**src/rtl/rtcseq_pkg.sv**
```systemverilog
// Shared types, codes and conversion functions of the clock-chip transfer sequencer.
package rtcseq_pkg;

    localparam int REG_BYTES = 8;
    localparam int IDX_W     = $clog2(REG_BYTES);
    localparam int POS_W     = 4;
    localparam int ADDR_W    = 7;

    localparam logic [ADDR_W-1:0] DEV_ADDR_RST = 7'b1101000;
    localparam logic [POS_W-1:0]  POS_MAX      = 4'd15;
    localparam logic [POS_W-1:0]  POS_END      = POS_W'(REG_BYTES);
    localparam logic [POS_W-1:0]  POS_LAST     = POS_W'(REG_BYTES - 1);
    localparam logic [7:0]        REG_PTR      = 8'h00;
    localparam logic [7:0]        CTRL_BYTE    = 8'h00;

    // item opcodes
    localparam logic [1:0] OP_WRITE = 2'd0;
    localparam logic [1:0] OP_READ  = 2'd1;
    localparam logic [1:0] OP_BUS   = 2'd2;

    // bus status codes
    localparam logic [2:0] ST_START       = 3'd0;
    localparam logic [2:0] ST_ADDR_W_ACK  = 3'd1;
    localparam logic [2:0] ST_DATA_W_ACK  = 3'd2;
    localparam logic [2:0] ST_REP_START   = 3'd3;
    localparam logic [2:0] ST_ADDR_R_ACK  = 3'd4;
    localparam logic [2:0] ST_DATA_R_ACK  = 3'd5;
    localparam logic [2:0] ST_DATA_R_NACK = 3'd6;

    // bus commands
    localparam logic [2:0] CMD_NONE    = 3'd0;
    localparam logic [2:0] CMD_START   = 3'd1;
    localparam logic [2:0] CMD_SEND    = 3'd2;
    localparam logic [2:0] CMD_RX_ACK  = 3'd3;
    localparam logic [2:0] CMD_RX_NACK = 3'd4;
    localparam logic [2:0] CMD_STOP    = 3'd5;

    // transfer modes
    localparam logic [1:0] MODE_IDLE  = 2'd0;
    localparam logic [1:0] MODE_WRITE = 2'd1;
    localparam logic [1:0] MODE_READ  = 2'd2;

    typedef struct packed {
        logic [1:0] opcode;
        logic [6:0] set_seconds;
        logic [6:0] set_minutes;
        logic [6:0] set_hours;
        logic [7:0] set_weekday;
        logic [6:0] set_day;
        logic [6:0] set_month;
        logic [6:0] set_year;
        logic [2:0] bus_status;
        logic [7:0] rx_byte;
    } t_item;

    typedef struct packed {
        logic [2:0] bus_command;
        logic [7:0] tx_byte;
        logic       request_taken;
        logic       time_valid;
        logic [7:0] got_seconds;
        logic [7:0] got_minutes;
        logic [7:0] got_hours;
        logic [7:0] got_weekday;
        logic [7:0] got_day;
        logic [7:0] got_month;
        logic [7:0] got_year;
        logic       bus_error;
    } t_result;

    // binary to packed BCD, valid for 0..99; divide by 10 via reciprocal multiply
    function automatic logic [7:0] bin_to_bcd(input logic [6:0] v);
        logic [14:0] prod;
        logic [3:0]  q;
        logic [6:0]  r;
        prod = 15'(v) * 15'd205;
        q    = prod[14:11];
        r    = v - 7'({3'b000, q} * 7'd10);
        return {q, r[3:0]};
    endfunction

    function automatic logic [7:0] bcd_to_bin(input logic [7:0] b);
        return 8'({4'b0000, b[7:4]} * 8'd10) + {4'b0000, b[3:0]};
    endfunction

endpackage

```
**src/rtl/rtcseq_item_if.sv**
```systemverilog
// Input item channel: requests and bus status events.
interface rtcseq_item_if;
    logic                             valid;
    logic                             ready;
    logic [1:0]                       opcode;
    logic [6:0]                       set_seconds;
    logic [6:0]                       set_minutes;
    logic [6:0]                       set_hours;
    logic [7:0]                       set_weekday;
    logic [6:0]                       set_day;
    logic [6:0]                       set_month;
    logic [6:0]                       set_year;
    logic [2:0]                       bus_status;
    logic [7:0]                       rx_byte;

    modport source (
        output valid, opcode, set_seconds, set_minutes, set_hours, set_weekday,
               set_day, set_month, set_year, bus_status, rx_byte,
        input  ready
    );
    modport sink (
        input  valid, opcode, set_seconds, set_minutes, set_hours, set_weekday,
               set_day, set_month, set_year, bus_status, rx_byte,
        output ready
    );
endinterface

```
**src/rtl/rtcseq_result_if.sv**
```systemverilog
// Result item channel: bus command, decoded time and status flags.
interface rtcseq_result_if;
    logic       valid;
    logic       ready;
    logic [2:0] bus_command;
    logic [7:0] tx_byte;
    logic       request_taken;
    logic       time_valid;
    logic [7:0] got_seconds;
    logic [7:0] got_minutes;
    logic [7:0] got_hours;
    logic [7:0] got_weekday;
    logic [7:0] got_day;
    logic [7:0] got_month;
    logic [7:0] got_year;
    logic       bus_error;

    modport source (
        output valid, bus_command, tx_byte, request_taken, time_valid, got_seconds,
               got_minutes, got_hours, got_weekday, got_day, got_month, got_year,
               bus_error,
        input  ready
    );
    modport sink (
        input  valid, bus_command, tx_byte, request_taken, time_valid, got_seconds,
               got_minutes, got_hours, got_weekday, got_day, got_month, got_year,
               bus_error,
        output ready
    );
endinterface

```
**src/rtl/rtcseq_cfg_if.sv**
```systemverilog
// Configuration write channel carrying the device address.
interface rtcseq_cfg_if;
    logic       valid;
    logic       ready;
    logic [6:0] data;

    modport source (output valid, data, input ready);
    modport sink (input valid, data, output ready);
endinterface

```
**src/rtl/rtcseq_in_stage.sv**
```systemverilog
// Input register stage: captures one item and holds it until the decision stage takes it.
module rtcseq_in_stage (
    input  logic                 i_clk,
    input  logic                 i_rst_n,
    rtcseq_item_if.sink          i_item,
    input  logic                 i_take,
    output logic                 o_valid,
    output rtcseq_pkg::t_item    o_item
);
    import rtcseq_pkg::*;

    logic  r_valid;
    t_item r_item;
    logic  load;

    assign i_item.ready = !r_valid || i_take;
    assign load         = i_item.valid && i_item.ready;

    always_ff @(posedge i_clk) begin
        if (!i_rst_n) begin
            r_valid <= 1'b0;
        end else if (load) begin
            r_valid <= 1'b1;
        end else if (i_take) begin
            r_valid <= 1'b0;
        end
    end

    always_ff @(posedge i_clk) begin
        if (load) begin
            r_item.opcode      <= i_item.opcode;
            r_item.set_seconds <= i_item.set_seconds;
            r_item.set_minutes <= i_item.set_minutes;
            r_item.set_hours   <= i_item.set_hours;
            r_item.set_weekday <= i_item.set_weekday;
            r_item.set_day     <= i_item.set_day;
            r_item.set_month   <= i_item.set_month;
            r_item.set_year    <= i_item.set_year;
            r_item.bus_status  <= i_item.bus_status;
            r_item.rx_byte     <= i_item.rx_byte;
        end
    end

    assign o_valid = r_valid;
    assign o_item  = r_item;

endmodule

```
**src/rtl/rtcseq_ctrl.sv**
```systemverilog
// Transfer control: mode, byte position and clock byte buffer, plus the per-item decision.
module rtcseq_ctrl (
    input  logic                              i_clk,
    input  logic                              i_rst_n,
    input  logic                              i_fire,
    input  rtcseq_pkg::t_item                 i_item,
    input  logic [rtcseq_pkg::ADDR_W-1:0]     i_dev_addr,
    output rtcseq_pkg::t_result               o_result
);
    import rtcseq_pkg::*;

    logic [1:0]       r_mode;
    logic [1:0]       n_mode;
    logic [POS_W-1:0] r_pos;
    logic [POS_W-1:0] n_pos;
    logic [7:0]       r_bytes [REG_BYTES];
    logic [7:0]       n_bytes [REG_BYTES];
    logic [POS_W-1:0] pos_inc;
    t_result          res;

    assign pos_inc = (r_pos < POS_MAX) ? r_pos + 1'b1 : r_pos;

    always_comb begin
        n_mode  = r_mode;
        n_pos   = r_pos;
        n_bytes = r_bytes;
        res     = '0;
        case (i_item.opcode)
            OP_WRITE: begin
                if (r_mode == MODE_IDLE) begin
                    n_bytes[0] = bin_to_bcd(i_item.set_seconds);
                    n_bytes[1] = bin_to_bcd(i_item.set_minutes);
                    n_bytes[2] = bin_to_bcd(i_item.set_hours);
                    n_bytes[3] = i_item.set_weekday;
                    n_bytes[4] = bin_to_bcd(i_item.set_day);
                    n_bytes[5] = bin_to_bcd(i_item.set_month);
                    n_bytes[6] = bin_to_bcd(i_item.set_year);
                    n_bytes[7] = CTRL_BYTE;
                    n_mode            = MODE_WRITE;
                    res.bus_command   = CMD_START;
                    res.request_taken = 1'b1;
                end
            end
            OP_READ: begin
                if (r_mode == MODE_IDLE) begin
                    n_mode            = MODE_READ;
                    res.bus_command   = CMD_START;
                    res.request_taken = 1'b1;
                end
            end
            OP_BUS: begin
                case (i_item.bus_status)
                    ST_START: begin
                        res.bus_command = CMD_SEND;
                        res.tx_byte     = {i_dev_addr, 1'b0};
                        n_pos           = '0;
                    end
                    ST_ADDR_W_ACK: begin
                        res.bus_command = CMD_SEND;
                        res.tx_byte     = REG_PTR;
                    end
                    ST_DATA_W_ACK: begin
                        if (r_mode == MODE_WRITE) begin
                            if (r_pos < POS_END) begin
                                res.bus_command = CMD_SEND;
                                res.tx_byte     = r_bytes[r_pos[IDX_W-1:0]];
                                n_pos           = r_pos + 1'b1;
                            end else begin
                                res.bus_command = CMD_STOP;
                                n_mode          = MODE_IDLE;
                            end
                        end else if (r_mode == MODE_READ) begin
                            res.bus_command = CMD_START;
                        end
                    end
                    ST_REP_START: begin
                        res.bus_command = CMD_SEND;
                        res.tx_byte     = {i_dev_addr, 1'b1};
                    end
                    ST_ADDR_R_ACK: begin
                        res.bus_command = CMD_RX_ACK;
                    end
                    ST_DATA_R_ACK: begin
                        if (r_pos < POS_END) begin
                            n_bytes[r_pos[IDX_W-1:0]] = i_item.rx_byte;
                        end
                        n_pos           = pos_inc;
                        res.bus_command = (pos_inc < POS_LAST) ? CMD_RX_ACK : CMD_RX_NACK;
                    end
                    ST_DATA_R_NACK: begin
                        if (r_pos < POS_END) begin
                            n_bytes[r_pos[IDX_W-1:0]] = i_item.rx_byte;
                        end
                        res.bus_command = CMD_STOP;
                        n_mode          = MODE_IDLE;
                        res.time_valid  = 1'b1;
                        // decode sees the byte stored by this same item
                        res.got_seconds = bcd_to_bin(n_bytes[0]);
                        res.got_minutes = bcd_to_bin(n_bytes[1]);
                        res.got_hours   = bcd_to_bin(n_bytes[2]);
                        res.got_weekday = n_bytes[3];
                        res.got_day     = bcd_to_bin(n_bytes[4]);
                        res.got_month   = bcd_to_bin(n_bytes[5]);
                        res.got_year    = bcd_to_bin(n_bytes[6]);
                    end
                    default: begin
                        res.bus_command = CMD_STOP;
                        n_mode          = MODE_IDLE;
                        res.bus_error   = 1'b1;
                    end
                endcase
            end
            default: begin
                res = '0;
            end
        endcase
    end

    always_ff @(posedge i_clk) begin
        if (!i_rst_n) begin
            r_mode <= MODE_IDLE;
            r_pos  <= '0;
            for (int i = 0; i < REG_BYTES; i++) begin
                r_bytes[i] <= '0;
            end
        end else if (i_fire) begin
            r_mode  <= n_mode;
            r_pos   <= n_pos;
            r_bytes <= n_bytes;
        end
    end

    assign o_result = res;

endmodule

```
**src/rtl/rtc_i2c_time_transfer_sequencer.sv**
```systemverilog
// Real-time-clock transfer sequencer: I2C master command sequencing for the clock's time registers.
//
// Accepts one item per clock cycle: write requests (time fields but the weekday are BCD-encoded
// into an eight-byte buffer), read requests, and bus status events; every item yields exactly one
// result carrying the next bus command, the byte to send, and on the final read NACK the
// decoded time. An item passes through an input register and one decision stage into the
// result register, from which its result is presented on the result channel. Throughput
// is one item per cycle while the result side keeps up. A waiting result holds the next item
// in the input register, and the input stalls once that register is full.
// Requests while a transfer is in progress yield an all-zero result; an unknown
// bus status issues a stop and flags bus_error. The device address is written through the
// configuration channel, which is always ready, and resets to 0x68.
module rtc_i2c_time_transfer_sequencer (
    input  logic              i_clk,
    input  logic              i_rst_n,
    rtcseq_item_if.sink       i_item,
    rtcseq_result_if.source   o_result,
    rtcseq_cfg_if.sink        i_cfg
);
    import rtcseq_pkg::*;

    logic [ADDR_W-1:0] r_dev_addr;
    logic              stage_valid;
    t_item             stage_item;
    logic              out_free;
    logic              fire;
    t_result           next_result;
    logic              r_out_valid;
    t_result           r_out;

    assign i_cfg.ready = 1'b1;

    always_ff @(posedge i_clk) begin
        if (!i_rst_n) begin
            r_dev_addr <= DEV_ADDR_RST;
        end else if (i_cfg.valid) begin
            r_dev_addr <= i_cfg.data;
        end
    end

    rtcseq_in_stage u_in_stage (
        .i_clk   (i_clk),
        .i_rst_n (i_rst_n),
        .i_item  (i_item),
        .i_take  (fire),
        .o_valid (stage_valid),
        .o_item  (stage_item)
    );

    assign out_free = !r_out_valid || o_result.ready;
    assign fire     = stage_valid && out_free;

    rtcseq_ctrl u_ctrl (
        .i_clk      (i_clk),
        .i_rst_n    (i_rst_n),
        .i_fire     (fire),
        .i_item     (stage_item),
        .i_dev_addr (r_dev_addr),
        .o_result   (next_result)
    );

    always_ff @(posedge i_clk) begin
        if (!i_rst_n) begin
            r_out_valid <= 1'b0;
        end else if (fire) begin
            r_out_valid <= 1'b1;
        end else if (o_result.ready) begin
            r_out_valid <= 1'b0;
        end
    end

    always_ff @(posedge i_clk) begin
        if (fire) begin
            r_out <= next_result;
        end
    end

    assign o_result.valid         = r_out_valid;
    assign o_result.bus_command   = r_out.bus_command;
    assign o_result.tx_byte       = r_out.tx_byte;
    assign o_result.request_taken = r_out.request_taken;
    assign o_result.time_valid    = r_out.time_valid;
    assign o_result.got_seconds   = r_out.got_seconds;
    assign o_result.got_minutes   = r_out.got_minutes;
    assign o_result.got_hours     = r_out.got_hours;
    assign o_result.got_weekday   = r_out.got_weekday;
    assign o_result.got_day       = r_out.got_day;
    assign o_result.got_month     = r_out.got_month;
    assign o_result.got_year      = r_out.got_year;
    assign o_result.bus_error     = r_out.bus_error;

endmodule

```
**src/flat_wrapper.sv**
```systemverilog
// flat-port wrapper written by rule: the top's interface ports become plain ports
module rtc_i2c_time_transfer_sequencer_flat import rtcseq_pkg::*;
  (i_clk, i_rst_n, i_item_valid, i_item_opcode, i_item_set_seconds, i_item_set_minutes, i_item_set_hours, i_item_set_weekday, i_item_set_day, i_item_set_month, i_item_set_year, i_item_bus_status, i_item_rx_byte, i_item_ready, o_result_valid, o_result_bus_command, o_result_tx_byte, o_result_request_taken, o_result_time_valid, o_result_got_seconds, o_result_got_minutes, o_result_got_hours, o_result_got_weekday, o_result_got_day, o_result_got_month, o_result_got_year, o_result_bus_error, o_result_ready, i_cfg_valid, i_cfg_data, i_cfg_ready);
  rtcseq_item_if i_item_i ();
  rtcseq_result_if o_result_i ();
  rtcseq_cfg_if i_cfg_i ();
  input  logic i_clk;
  input  logic i_rst_n;
  input wire logic [$bits(i_item_i.valid)-1:0] i_item_valid;
  input wire logic [$bits(i_item_i.opcode)-1:0] i_item_opcode;
  input wire logic [$bits(i_item_i.set_seconds)-1:0] i_item_set_seconds;
  input wire logic [$bits(i_item_i.set_minutes)-1:0] i_item_set_minutes;
  input wire logic [$bits(i_item_i.set_hours)-1:0] i_item_set_hours;
  input wire logic [$bits(i_item_i.set_weekday)-1:0] i_item_set_weekday;
  input wire logic [$bits(i_item_i.set_day)-1:0] i_item_set_day;
  input wire logic [$bits(i_item_i.set_month)-1:0] i_item_set_month;
  input wire logic [$bits(i_item_i.set_year)-1:0] i_item_set_year;
  input wire logic [$bits(i_item_i.bus_status)-1:0] i_item_bus_status;
  input wire logic [$bits(i_item_i.rx_byte)-1:0] i_item_rx_byte;
  output wire logic [$bits(i_item_i.ready)-1:0] i_item_ready;
  output wire logic [$bits(o_result_i.valid)-1:0] o_result_valid;
  output wire logic [$bits(o_result_i.bus_command)-1:0] o_result_bus_command;
  output wire logic [$bits(o_result_i.tx_byte)-1:0] o_result_tx_byte;
  output wire logic [$bits(o_result_i.request_taken)-1:0] o_result_request_taken;
  output wire logic [$bits(o_result_i.time_valid)-1:0] o_result_time_valid;
  output wire logic [$bits(o_result_i.got_seconds)-1:0] o_result_got_seconds;
  output wire logic [$bits(o_result_i.got_minutes)-1:0] o_result_got_minutes;
  output wire logic [$bits(o_result_i.got_hours)-1:0] o_result_got_hours;
  output wire logic [$bits(o_result_i.got_weekday)-1:0] o_result_got_weekday;
  output wire logic [$bits(o_result_i.got_day)-1:0] o_result_got_day;
  output wire logic [$bits(o_result_i.got_month)-1:0] o_result_got_month;
  output wire logic [$bits(o_result_i.got_year)-1:0] o_result_got_year;
  output wire logic [$bits(o_result_i.bus_error)-1:0] o_result_bus_error;
  input wire logic [$bits(o_result_i.ready)-1:0] o_result_ready;
  input wire logic [$bits(i_cfg_i.valid)-1:0] i_cfg_valid;
  input wire logic [$bits(i_cfg_i.data)-1:0] i_cfg_data;
  output wire logic [$bits(i_cfg_i.ready)-1:0] i_cfg_ready;
  assign i_item_i.valid = i_item_valid;
  assign i_item_i.opcode = i_item_opcode;
  assign i_item_i.set_seconds = i_item_set_seconds;
  assign i_item_i.set_minutes = i_item_set_minutes;
  assign i_item_i.set_hours = i_item_set_hours;
  assign i_item_i.set_weekday = i_item_set_weekday;
  assign i_item_i.set_day = i_item_set_day;
  assign i_item_i.set_month = i_item_set_month;
  assign i_item_i.set_year = i_item_set_year;
  assign i_item_i.bus_status = i_item_bus_status;
  assign i_item_i.rx_byte = i_item_rx_byte;
  assign i_item_ready = i_item_i.ready;
  assign o_result_valid = o_result_i.valid;
  assign o_result_bus_command = o_result_i.bus_command;
  assign o_result_tx_byte = o_result_i.tx_byte;
  assign o_result_request_taken = o_result_i.request_taken;
  assign o_result_time_valid = o_result_i.time_valid;
  assign o_result_got_seconds = o_result_i.got_seconds;
  assign o_result_got_minutes = o_result_i.got_minutes;
  assign o_result_got_hours = o_result_i.got_hours;
  assign o_result_got_weekday = o_result_i.got_weekday;
  assign o_result_got_day = o_result_i.got_day;
  assign o_result_got_month = o_result_i.got_month;
  assign o_result_got_year = o_result_i.got_year;
  assign o_result_bus_error = o_result_i.bus_error;
  assign o_result_i.ready = o_result_ready;
  assign i_cfg_i.valid = i_cfg_valid;
  assign i_cfg_i.data = i_cfg_data;
  assign i_cfg_ready = i_cfg_i.ready;
  rtc_i2c_time_transfer_sequencer u_core (.i_clk(i_clk), .i_rst_n(i_rst_n), .i_item(i_item_i), .o_result(o_result_i), .i_cfg(i_cfg_i));
endmodule
```
**config.mk**
```make
export PLATFORM = sky130hd
export DESIGN_NAME = rtc_i2c_time_transfer_sequencer_flat
export DESIGN_NICKNAME = d
export VERILOG_FILES = /design/src/rtl/rtcseq_pkg.sv /design/src/rtl/rtcseq_item_if.sv /design/src/rtl/rtcseq_result_if.sv /design/src/rtl/rtcseq_cfg_if.sv /design/src/rtl/rtcseq_in_stage.sv /design/src/rtl/rtcseq_ctrl.sv /design/src/rtl/rtc_i2c_time_transfer_sequencer.sv /design/src/flat_wrapper.sv
export SDC_FILE = /design/constraint.sdc
export NUM_CORES = 1
export LEC_CHECK = 0
export BUFFER_PORTS_ARGS = -buffer_cell sky130_fd_sc_hd__buf_2
export CAP_MARGIN = 20
export CORE_MARGIN = 4
export CORE_UTILIZATION = 60
export DETAILED_ROUTE_END_ITERATION = 10
export PLACE_DENSITY = 0.81
export SYNTH_ARGS = -nofsm -noshare
export SYNTH_HDL_FRONTEND = slang
export SYNTH_HIERARCHICAL = 1
export SYNTH_SLANG_ARGS = --single-unit
```
**constraint.sdc**
```tcl
create_clock -name i_clk -period 5.9 [get_ports i_clk]
set_clock_uncertainty 0.05 [all_clocks]
set_input_delay 0 -clock i_clk [delete_from_list [all_inputs] [get_ports i_clk]]
set_output_delay 0 -clock i_clk [all_outputs]
set_load 0.005 [all_outputs]
```
==> results.json <==
{
  "status": "finished, final reports clean",
  "postSynthCellCount": 1549,
  "syn_avg_cell_area_um2": 10.5,
  "dieArea_um2": 29700,
  "cts_tree": "done",
  "yosys.area.top_type_share_pct": 24.6,
  "instances_no_fill": 2108,
  "track_usage_pct": 27.1,
  "critical-path-top-delay-family": "adder cells",
  "cts_buffers": 24,
  "totalWireLength_um": 40100,
  "portBuffers": 146,
  "worst-path-max-fanout": 4,
  "post_drt_via_cell_ratio": 5.90,
  "yosysMostFrequentCell": "ha_1",
  "insertion_delay_ns": 0.54,
  "final_area_um2": 18900,
  "cts_max_level": 1,
  "drc": 0,
  "drive_above_1_share_pct": 16.2,
  "synth-seq-area-share_pct": 34.4,
  "grt_busiest_layer": "met2",
  "ant_nets": 0,
  "yosysUniqueCellTypes": 82,
  "crit_type": "reg -> reg",
  "syn2layout_area_growth_pct": 16.4,
  "min_period_ns": 4.96,
  "grt_antenna_before_repair": 0,
  "rsz0062_at_grt": "no",
  "path_clk_slew_ns": 0.06,
  "finalCoreUtilization_pct": 71.6,
  "core-area_um2": 26400,
  "clock.fmax_mhz": 202,
  "period_share_pct": 84.0,
  "hold_viol": 0,
  "use_met3_pct": 5.05,
  "grt_pass1_vias": 12600,
  "grt_remaining_overflow": 0,
  "slowest_stage": "fa_1",
  "rrSetupSlack_ns": 0.94,
  "cpPeakStageDelay_ns": 0.49,
  "finalSetupViolations": 0,
  "slew_viol_final": 0,
  "antennaDiodeCount": 0,
  "root_buffer": "clkbuf_16",
  "grt_max_degree": 74,
  "worst_pin_slew_ns": 1.05,
  "path_cells": "ha_1 -> fa_1 -> ha_1 -> inv_1 -> fa_1 -> inv_1 -> ha_1 -> a2111oi_4 -> o21ai_2 -> a21oi_2 -> xnor2_1 -> ha_1 -> fa_1 -> xnor2_1 -> xnor2_2 -> xnor2_1 -> a2111oi_2",
  "grtUsageMet2_pct": 44.4,
  "hp-class": "in -> reg",
  "grtUsageMet1_pct": 36.5,
  "crit_path_end_kind": "flop",
  "path_buf_inv": 2,
  "reg2regPathDepth": 17,
  "synth_area_um2": 16200,
  "synthArstFlopShare_pct": 0,
  "power.density_nw_per_um2": 276,
  "p_leak_nw": 8.52,
  "ir_drop_mv": 0.263,
  "nNetsFinal": 2150,
  "yosysTopAreaCell": "edfxtp_1",
  "yosys_warnings": 6,
  "vias": 12400,
  "dp_hpwl_um": 29000,
  "fin_tns_setup_ns": 0,
  "cp_num_cells": 17,
  "ys_seq_elements": 212,
  "cts_sinks": 212,
  "yosys-top-cells-count": "ha_1 (254), inv_1 (167), nor2_1 (145), edfxtp_1 (133), a21oi_1 (108)",
  "grt_pass1_wl_um": 64300,
  "placed_cells": 1982,
  "rows": 59,
  "synth.area.top_cells": "edfxtp_1 (25%), ha_1 (20%), dfxtp_1 (9.7%)",
  "gp_congestion": 0.968,
  "drtIter0Drc": 1120,
  "holdPathStages": 2,
  "postCtsResizedCells": 0,
  "total_power_mw": 5.22,
  "ioPinCount": 148,
  "die_w_um": 172,
  "syn-num-nets": 1944,
  "relSlewSlack_pct": 30.2,
  "start_util_pct": 61.6,
  "die_y_um": 172,
  "wire_per_inst_um": 19.0,
  "synth_edf_count": 133,
  "clock_path_buffers": 3,
  "place_area_um2": 17200,
  "max_cap_viol_count": 0,
  "critPathLaunchType": "flop",
  "required_ns": 6.28,
  "crit_path_frequent_cell": "ha_1",
  "firstDrtPassIters": 5,
  "crit_arrival_ns": 5.33,
  "synth_ff_type": "edfxtp_1"
}
-- timing repair --
action | CTS | global route
hold buffers | 82 | 0
setup buffers | 0 | 0
endpoints found under the hold margin | 72 | 0
-- metrics by stage --
stage | setup slack, ns | hold WS (ns)
after CTS | 0.927 | 0.0478
after global placement | 1.17 | 0.126
after global routing | 0.652 | 0.0755
after floorplan | 0.470 | 0.0119
final | 0.942 | 0.0615
after detailed placement | 0.994 | 0.128
-- registers in the layout, summed over array words and instances, names as in the netlist, 2 cells and up --
| name | flops |
|---|---|
| u_core/o_result.bus_command | 3 |
| u_core/o_result.got_day | 8 |
| u_core/o_result.got_hours | 8 |
| u_core/o_result.got_minutes | 8 |
| u_core/o_result.got_month | 8 |
| u_core/o_result.got_seconds | 8 |
| u_core/o_result.got_weekday | 8 |
| u_core/o_result.got_year | 8 |
| u_core/o_result.tx_byte | 8 |
| u_core/r_dev_addr | 7 |
| u_core/u_ctrl/r_bytes | 64 |
| u_core/u_ctrl/r_mode | 2 |
| u_core/u_ctrl/r_pos | 4 |
| u_core/u_in_stage/o_item | 63 |
-- final timing paths --
check,endpoint,from
max,u_core/u_ctrl/r_bytes[27],u_core/u_in_stage/o_item[29]
min,u_core/u_ctrl/r_bytes[62],i_rst_n
max reg2reg,u_core/u_ctrl/r_bytes[27],u_core/u_in_stage/o_item[29]
min reg2reg,u_core/u_ctrl/r_bytes[55],u_core/u_ctrl/r_bytes[55]
-- layout by cell type, fill, tap and decap left out, types with 66 or more instances in the layout --
cell type and count:
buf_2 146, edfxtp_1 133, dlygate4sd3_1 82, nor2_1 145, fa_1 66, inv_1 167
dfxtp_1 79, ha_1 253, nand2_1 90, a21oi_1 107
-- report_power, final --
part | internal (mW) | switching (mW) | leakage [nW] | total (mW)
Sequential | 1.67 | 0.0878 | 1.93 | 1.76
Combinational | 0.871 | 1.04 | 6.18 | 1.91
Clock | 0.923 | 0.624 | 0.409 | 1.55
Total | 3.47 | 1.75 | 8.52 | 5.22
-- cell families after synthesis --
kind of cell / Yosys count / synth area share, %
simple gates: 364 / 10.7
fa+ha+maj: 320 / 27.7
compound gates: 280 / 11.5
buf+inv: 227 / 5.45
flops: 212 / 34.4
mux: 79 / 6.37
xor+xnor: 66 / 3.86
other cells: 1 / 0.0231
-- area by class of cell --
type / instances / area (µm²)
Multi-Input combinational cell: 1110 / 9790
Inverter: 168 / 631
Clock buffer: 32 / 696
Clock inverter: 12 / 133
Tap cell: 335 / 419
Sequential cell: 212 / 5580
Timing Repair Buffer: 239 / 1630
Fill cell: 1860 / 7470
-- layer usage --
metal	vias to the layer above	part of all wire [%]
li1	5899	-
met3	95	8.6
met1	5901	41
met4	0	3.8
met5	-	0
met2	537	46
Note: power is estimated with default switching activity, not from simulation.
